## src/sv/bsdl_pkg.sv

```systemverilog
// Shared types and codes for the bounded sorted deque list.
package bsdl_pkg;

  localparam int unsigned DATA_W = 32;

  // Request opcodes.
  localparam logic [2:0] OP_PUSH_HEAD = 3'd0;
  localparam logic [2:0] OP_PUSH_TAIL = 3'd1;
  localparam logic [2:0] OP_SORTED    = 3'd2;
  localparam logic [2:0] OP_POP_HEAD  = 3'd3;
  localparam logic [2:0] OP_POP_TAIL  = 3'd4;
  localparam logic [2:0] OP_REMOVE    = 3'd5;
  localparam logic [2:0] OP_QUERY     = 3'd6;

  // Status codes.
  localparam logic [1:0] STAT_OK        = 2'd0;
  localparam logic [1:0] STAT_FULL      = 2'd1;
  localparam logic [1:0] STAT_EMPTY     = 2'd2;
  localparam logic [1:0] STAT_NOT_FOUND = 2'd3;

  // One request beat.
  typedef struct packed {
    logic [2:0]               op;
    logic signed [DATA_W-1:0] data_value;
  } req_t;

  // One result beat.
  typedef struct packed {
    logic signed [DATA_W-1:0] result_value;
    logic                     found;
    logic [1:0]               status;
    logic [4:0]               occupancy;
  } rsp_t;

  // Broadcast control from the top level to every cell.
  typedef struct packed {
    logic [2:0]        op;
    logic [DATA_W-1:0] key;
    logic              ins_en;
    logic              rem_en;
  } cell_ctrl_t;

  // Signals rippling from cell to cell, head to tail.
  typedef struct packed {
    logic              seen;
    logic [DATA_W-1:0] tail;
  } cell_link_t;

endpackage

```

## src/sv/bsdl_cell.sv

```systemverilog
// One storage cell of the list: a value, its valid bit and its shift logic.
module bsdl_cell (
  input  logic                      clk,
  input  logic                      rst,
  input  bsdl_pkg::cell_ctrl_t      ctrl,
  input  logic [bsdl_pkg::DATA_W-1:0] left_val,
  input  logic                      left_valid,
  input  logic [bsdl_pkg::DATA_W-1:0] right_val,
  input  logic                      right_valid,
  input  bsdl_pkg::cell_link_t      link_in,
  output bsdl_pkg::cell_link_t      link_out,
  output logic [bsdl_pkg::DATA_W-1:0] val,
  output logic                      valid
);
  import bsdl_pkg::*;

  logic              stop;
  logic              is_last;
  logic [DATA_W-1:0] val_next;
  logic              valid_next;

  // This cell is the last occupied one when its right neighbor is empty.
  assign is_last = valid & ~right_valid;

  // Decide whether this cell is a candidate position for the operation.
  always_comb begin
    case (ctrl.op)
      OP_PUSH_HEAD: stop = 1'b1;
      OP_PUSH_TAIL: stop = ~valid;
      OP_SORTED:    stop = ~valid | ~($signed(val) < $signed(ctrl.key));
      OP_POP_HEAD:  stop = 1'b1;
      OP_POP_TAIL:  stop = is_last;
      OP_REMOVE:    stop = valid & (val == ctrl.key);
      OP_QUERY:     stop = valid & (val == ctrl.key);
      default:      stop = 1'b0;
    endcase
  end

  // Pass the first-match flag and the tail value down the chain.
  assign link_out.seen = link_in.seen | stop;
  assign link_out.tail = link_in.tail | (is_last ? val : '0);

  // Insert shifts toward the tail from the first match; removal shifts toward the head.
  always_comb begin
    val_next   = val;
    valid_next = valid;
    if (ctrl.ins_en) begin
      if (link_in.seen) begin
        val_next   = left_val;
        valid_next = left_valid;
      end else if (stop) begin
        val_next   = ctrl.key;
        valid_next = 1'b1;
      end
    end else if (ctrl.rem_en) begin
      if (link_in.seen | stop) begin
        val_next   = right_val;
        valid_next = right_valid;
      end
    end
  end

  // Value register has no reset; the valid bit does.
  always_ff @(posedge clk) begin
    val <= val_next;
  end

  always_ff @(posedge clk) begin
    if (rst) begin
      valid <= 1'b0;
    end else begin
      valid <= valid_next;
    end
  end

endmodule

```

## src/sv/bounded_sorted_deque_list.sv

```systemverilog
// Top level of the bounded sorted deque list built as a chain of cells.
//
//   channel   | direction | handshake             | payload
//   ----------+-----------+-----------------------+---------------------------
//   request   | in        | start, busy           | op, data_value
//   result    | out       | done (one-cycle pulse)| result_value, found,
//             |           |                       | status, occupancy
//
// A request beat is taken on any edge with start high; busy stays low, so a
// new beat may follow every cycle. Its result appears on result with done
// high in the cycle after. All cells update together in the same edge,
// with the first-match flag and tail value rippling through the cell chain.
// Reset clears every valid bit and the entry count at once; no clearing pass.
// The receiver cannot stall: each result is shown for one cycle only.
module bounded_sorted_deque_list #(
  parameter int unsigned CAPACITY = 16
) (
  input  logic           clk,
  input  logic           rst,
  input  logic           start,
  output logic           busy,
  input  bsdl_pkg::req_t request,
  output logic           done,
  output bsdl_pkg::rsp_t result
);
  import bsdl_pkg::*;

  localparam int unsigned CNT_W = $clog2(CAPACITY + 1);

  logic [CNT_W-1:0]  count;
  logic [CNT_W-1:0]  count_next;
  logic              full;
  logic              empty;
  logic              is_insert;
  logic              is_pop;
  cell_ctrl_t        ctrl;
  cell_link_t        links [CAPACITY+1];
  logic [DATA_W-1:0] cell_val   [CAPACITY];
  logic              cell_valid [CAPACITY];
  rsp_t              rsp_next;
  logic              accept;

  assign busy   = 1'b0;
  assign accept = start & ~busy;

  assign full      = (count == CNT_W'(CAPACITY));
  assign empty     = (count == '0);
  assign is_insert = (request.op == OP_PUSH_HEAD) || (request.op == OP_PUSH_TAIL) ||
                     (request.op == OP_SORTED);
  assign is_pop    = (request.op == OP_POP_HEAD) || (request.op == OP_POP_TAIL);

  // Broadcast the operation to all cells.
  always_comb begin
    ctrl.op     = request.op;
    ctrl.key    = request.data_value;
    ctrl.ins_en = accept & is_insert & ~full;
    ctrl.rem_en = accept & ((is_pop & ~empty) | (request.op == OP_REMOVE));
  end

  assign links[0].seen = 1'b0;
  assign links[0].tail = '0;

  // The cell chain, head at index zero.
  for (genvar i = 0; i < CAPACITY; i++) begin : g_cell
    logic [DATA_W-1:0] lv;
    logic              lvalid;
    logic [DATA_W-1:0] rv;
    logic              rvalid;

    if (i == 0) begin : g_head
      assign lv     = '0;
      assign lvalid = 1'b0;
    end else begin : g_mid_l
      assign lv     = cell_val[i-1];
      assign lvalid = cell_valid[i-1];
    end

    if (i == CAPACITY - 1) begin : g_tail
      assign rv     = '0;
      assign rvalid = 1'b0;
    end else begin : g_mid_r
      assign rv     = cell_val[i+1];
      assign rvalid = cell_valid[i+1];
    end

    bsdl_cell u_cell (
      .clk         (clk),
      .rst         (rst),
      .ctrl        (ctrl),
      .left_val    (lv),
      .left_valid  (lvalid),
      .right_val   (rv),
      .right_valid (rvalid),
      .link_in     (links[i]),
      .link_out    (links[i+1]),
      .val         (cell_val[i]),
      .valid       (cell_valid[i])
    );
  end

  // Result fields and the new entry count.
  always_comb begin
    rsp_next   = '0;
    count_next = count;
    case (request.op)
      OP_PUSH_HEAD, OP_PUSH_TAIL, OP_SORTED: begin
        if (full) begin
          rsp_next.status = STAT_FULL;
        end else begin
          count_next = count + 1'b1;
        end
      end
      OP_POP_HEAD, OP_POP_TAIL: begin
        if (empty) begin
          rsp_next.status = STAT_EMPTY;
        end else begin
          count_next = count - 1'b1;
          rsp_next.result_value = (request.op == OP_POP_HEAD) ? cell_val[0]
                                                              : links[CAPACITY].tail;
        end
      end
      OP_REMOVE: begin
        if (links[CAPACITY].seen) begin
          rsp_next.found = 1'b1;
          count_next     = count - 1'b1;
        end else begin
          rsp_next.status = STAT_NOT_FOUND;
        end
      end
      OP_QUERY: begin
        rsp_next.found = links[CAPACITY].seen;
      end
      default: begin
        rsp_next = '0;
      end
    endcase
    rsp_next.occupancy = 5'(count_next);
  end

  // Entry count and result strobe.
  always_ff @(posedge clk) begin
    if (rst) begin
      count <= '0;
      done  <= 1'b0;
    end else begin
      done <= accept;
      if (accept) begin
        count <= count_next;
      end
    end
  end

  // Result payload register.
  always_ff @(posedge clk) begin
    if (accept) begin
      result <= rsp_next;
    end
  end

endmodule

```

## config.mk

```make
export PLATFORM = sky130hd
export DESIGN_NAME = bounded_sorted_deque_list
export DESIGN_NICKNAME = d
export VERILOG_FILES = /design/src/sv/bsdl_pkg.sv /design/src/sv/bsdl_cell.sv /design/src/sv/bounded_sorted_deque_list.sv
export SDC_FILE = /design/constraint.sdc
export NUM_CORES = 2
export LEC_CHECK = 0
export BUFFER_PORTS_ARGS = -buffer_cell sky130_fd_sc_hd__buf_2
export CORE_ASPECT_RATIO = 0.6
export CORE_MARGIN = 4
export CORE_UTILIZATION = 40
export CTS_CLUSTER_DIAMETER = 200
export DETAILED_ROUTE_END_ITERATION = 6
export GPL_TIMING_DRIVEN = 0
export HOLD_SLACK_MARGIN = 0.12
export SLEW_MARGIN = 5
export SYNTH_ARGS = -nofsm -noshare
export SYNTH_HDL_FRONTEND = slang
export SYNTH_HIERARCHICAL = 1
export SYNTH_SLANG_ARGS = --single-unit
```

## constraint.sdc

```tcl
create_clock -name clk -period 18.64 [get_ports clk]
set_input_delay 0.932 -clock clk [delete_from_list [all_inputs] [get_ports clk]]
set_output_delay 0.932 -clock clk [all_outputs]
set_load 0.05 [all_outputs]
```

# After elaboration in Yosys (flattened, before gate mapping)
# Cells that the tools add are included.
[totals] output_inout_bits=42 regBits=574
[classes] bitwise=117 n_reduce_logical=42 n_addsub=2 eq_ne=38 n_lt_le_gt_ge=16 mux=201
[op_table] operator="32-bit 2-to-1 mux" count=96
[op_table] operator="32-bit equality test" count=16
[op_table] operator="32-bit less-than comparator" count=16
[op_table] operator="32-bit bitwise OR" count=15
[op_table] operator="1-bit 2-to-1 mux" count=81
[op_table] operator="1-bit one-hot mux with 5 select lines" count=16
[op_table] operator="3-bit by 1-bit inequality test with 1-bit output (second input constant)" count=15
[op_table] operator="3-bit AND reduction" count=15
[op_table] operator="1-bit bitwise AND" count=35
[op_table] operator="1-bit NOT" count=35
[op_table] operator="1-bit bitwise OR" count=32
[op_table] operator="2-bit nonzero test" count=16
[op_table] operator="5-bit 2-to-1 mux" count=3
[op_table] operator="5-bit one-hot mux with 3 select lines" count=1
[op_table] operator="3-bit equality test (second input constant)" count=3
[op_table] operator="2-bit OR reduction" count=4
[op_table] operator="3-bit by 2-bit equality test with 1-bit output (second input constant)" count=2
[op_table] operator="2-bit one-hot mux with 3 select lines" count=1
[op_table] operator="5-bit by 1-bit adder with 5-bit output (second input constant)" count=1
[op_table] operator="5-bit equality test (second input constant)" count=1
[op_table] operator="5-bit zero test" count=1
[op_table] operator="5-bit by 1-bit subtractor with 5-bit output (second input constant)" count=1
[op_table] operator="2-bit 2-to-1 mux" count=2
[op_table] operator="3-bit by 1-bit equality test with 1-bit output (second input constant)" count=1
[op_table] operator="other kinds (5)" count=7

# Depth between registers and ports, before layout
[depth] ltp_word=22 mapped_depth=109

# Modules after synthesis
# Netlist, hierarchy kept.
[modules_own_cells] module="bsdl_cell at g_cell[0].u_cell ..." seq_area_each_um2=980.9 cells_per_inst=327 n_inst=12 area_each_um2=2950.3
[modules_own_cells] module="bsdl_cell at g_cell[6].u_cell ..." seq_area_each_um2=980.9 cells_per_inst=319 n_inst=4 area_each_um2=2910.3
[modules_own_cells] module="bounded_sorted_deque_list" seq_area_each_um2=1321.3 cells_per_inst=242 n_inst=1 area_each_um2=2346.0

# Least setup slack after synthesis
# OpenSTA, ideal clock, no wires.
[synth_path] path_type="in2reg" start="in request[23] in the netlist's numbering" end="reg g_cell[15].u_cell/val[0] in the netlist's numbering, enable pin" path_stages=105 setup_slack_ns=-1.274 n_path_buf=15 required_ns=18.179 arrival_ns=19.453 setup_ns=0.461 cell_sequence="inv_1 -> ha_1 -> nand4_1 -> nor4_4 -> o221ai_1 -> o21ai_1 -> a211oi_1 -> nor3_1 -> buf_6 -> inv_1 -> o211ai_1 -> o221ai_1 -> o21ai_1 -> a211oi_1 -> nor3_1 -> buf_6 -> inv_1 -> o211ai_1 -> [69 not listed] -> o221ai_1 -> o21ai_1 -> a211oi_1 -> nor3_1 -> buf_6 -> inv_1 -> o211ai_1 -> o221ai_1 -> o21ai_1 -> a211oi_1 -> nor3_1 -> buf_6 -> nand4b_1 -> o41a_1 -> nand4_1 -> and3_1 -> o21bai_1 -> nor3_1"
[synth_rtl] item="start, declared" line_no="bounded_sorted_deque_list.sv:22" text="input bsdl_pkg::req_t request,"
[synth_rtl] item="end signal, assigned" line_no="bsdl_cell.sv:65" text="val <= val_next;"
[synth_rtl] item="end, declared" line_no="bsdl_cell.sv:12" text="output logic [bsdl_pkg::DATA_W-1:0] val,"

==> metrics.txt <==
drt pass-1 iters=7; synth cell count leaders=785 x a21oi_1, 613 x inv_1, 570 x nor2_1; Core Box Area=about 120000 um2; placement-stage cell area=between 50000 and 60000 um2; Slew HR=9.593%; worst-margin pin slew=about 1.4 ns; RSZ-0062 raised after global routing=yes; hold_sp=count[4]$_SDFFE_PP0P_; placed insts=~7300; Yosys warnings=6; hpwl dp=between 100 and 150 mm; DIE WIDTH=roughly 460 um; Levels on crit path=about 110; cell taking the most area after synthesis=edfxtp_1; TritonCTS buffer count=just over 60; fin. max-slew vios=0; DR DRC count=1; post-synth top area share=33.56%; Mean Syn Cell Area=approximately 9.1 um2; failing checks=design-rule violations, negative setup slack; Leakage=approximately 0.029 uW; Worst Hold Class=reg2reg; Max Clock Skew=0.03915 ns; top-count cell post-synth=a21oi_1; Post-Layout Cell Count=~7600; WP buf/inv=34; Worst Slack Setup Final=-0.6919 ns; Setup crit start kind=register; pre-CTS WS=-5.304 ns; Root Buffer=clkbuf_16; register area share after synthesis=about 34%; site row count=99; critical path class=reg2reg; CTS tree=done; power per cell area=~77 nW/um2; Arrival @ worst endpoint=19.83 ns; Max Fclk=slightly above 50 MHz; gr ovfl total=0; CTS Sinks=574; Via density=approximately 6.3; Worst-path clk slew=around 0.070 ns; Nets=roughly 6500; CP peak stage delay=between 0.4 and 0.5 ns; asr flop ratio synth=0%; initial antenna violation count=16; Final Critical Period=19.33 ns; peak supply drop=0.08240 mV; Chip Height=roughly 280 um; total chip power=4526 uW; Die ar.=129300 um2; Synth area leaders=edfxtp_1 34%, ha_1 13%, mux2i_1 10%, a21o_1 8.4%, a21oi_1 8.0%; final instance area=58980 um2; Area Growth Syn to Fin=19.41%; maxcap violations=0; Worst path top cell family by delay=compound AO/OA/AOI/OAI gates; Core Util, Final=a little under 50%; Mapped Cells=around 5400; Hold Fails Final Rpt=0; status=complete, but fails checks; wire length per cell=between 20 and 30 um; crit path from=g_cell[0].u_cell/val[14]$_DFFE_PP_; R2R cell count=~110; vias in the first global route=44926; Max Buffers Root-to-Sink=3; # setup viols final=45; Final period util=103.7%; top_reg_cell synth=edfxtp_1; EDFF count, synth=552; I/O Pins=80; CP dominant cell by count=o21ai_4; Antenna Nets Post-Route=0; aggregate routed wire length=roughly 220 mm; Setup crit end kind=register; first-pass GRT wire length=around 310 mm; layout cells sized above 1=11.64%; number of DRC markers in iteration 0=6641; reg-to-reg critical path startpoint=g_cell[0].u_cell/val[14]$_DFFE_PP_; GRT Util Overall=approximately 33%; DR vias=around 48000; Worst EP required=between 15 and 20 ns; Routability Congestion=around 1.1; CTS H-tree depth=2; Max FO, Critical Path=7; Initial Util=40.48%; hold depth=2; Synth Register Bits=between 500 and 600; Clk Latency, worst-skew pair=0.71 ns; largest net degree at the start of global routing=62; Yosys cell types=75; Post-Synthesis Cell Area=49390 um2; critical path's slowest cell=edfxtp_1; # port buffers=between 70 and 80
==> power breakdown <==
group          leakage [uW]  internal (uW)  total, uW  switching (uW)
clock               0.00101            745       1350             609
combinational        0.0230            528       1420             892
sequential          0.00536           1580       1750             174
==> layer usage <==
metal / routed length (um) / GRT usage, % / up-vias
met3: 38210 / 18.07 / 500
met2: 84980 / 43.88 / 3010
met5: 495 / 2.271 / -
met4: 7580 / 9.762 / 16
li1: - / - / 21006
met1: 91470 / 44.56 / 23256
==> sequential cells by signal (all words and copies together), names as in the netlist <==
signal and flops:
g_cell.u_cell/val 512, result 40, g_cell.u_cell/valid 16, count 5
done 1
==> layout by cell type (no fill, tap or decap), types with 16 or more instances in the layout <==
master	netlist	layout
o21ai_0	55	52
mux2i_1	512	512
a21o_1	550	550
nor4_1	28	16
clkbuf_1	186	190
a21oi_1	785	769
buf_2	22	66
o21a_1	53	53
buf_6	16	33
or3_1	24	23
nor2_1	570	569
a221oi_1	20	19
dfxtp_1	22	22
nand4_1	152	152
ha_1	514	505
inv_1	613	600
clkbuf_16	0	65
nor4_4	12	24
o41a_1	24	24
o211ai_1	43	43
buf_4	3	222
nand2_1	209	208
a221o_1	16	16
conb_1	1	101
nand3_1	45	41
nor3_2	0	22
bufbuf_16	0	23
buf_16	0	28
edfxtp_1	552	552
nor3_1	51	20
nor2b_1	33	32
buf_1	28	28
==> logic make-up after synthesis <==
family                   count (synthesis)  synth area share [%]
adder cells (fa/ha/maj)                514                 13.02
multiplexers                           513                 10.40
buffers and inverters                  868                 6.918
AO/OA/AOI/OAI                         1763                 23.35
XOR/XNOR                                 4               0.07094
other                                    1              0.007592
AND/OR/NAND/NOR                       1205                 11.78
flip-flops                             574                 34.45
==> final cells by class <==
type                       count  area (um2)
antenna                        9       22.52
buffer                       249        1080
clock buffer                  78        1673
clock inverter                37       407.9
fill                       11394       63030
inverter                     613        2318
multi-input combinational   4100       30590
sequential                   574       17020
tap                         1616        2022
timing repair buffer         344        3846
==> worst paths after layout <==
path	endpoint	slack, ns
setup reg to reg	result[4]$_DFFE_PP_	-0.69
hold / removal	count[4]$_SDFFE_PP0P_	0.57
setup / recovery	result[4]$_DFFE_PP_	-0.69
hold reg to reg	count[4]$_SDFFE_PP0P_	0.57
==> timing repair <==
action,4_1_cts,5_1_grt
pin swaps,71,93
setup buffers,133,57
setup endpoints to repair,206,141
cloned,23,2
gates resized for setup,274,107
hold buffers,0,0
==> metrics by stage <==
step | hold WS, ns | TNS, ns
6_report | 0.5668 | -11.19
5_1_grt | 0.5952 | -45.56
3_5_place_dp | 0.5470 | -608.12
2_1_floorplan | 0.4896 | 0
3_3_place_gp | 0.5466 | -913.90
4_1_cts | 0.5549 | -0.2746
==> worst min-delay path, stage by stage (launching register included) <==
cell,delay [ns]
dfxtp_1,0.38
nand2_1,0.09
o2bb2ai_1,0.06
Power figures use the tool's default switching activity.
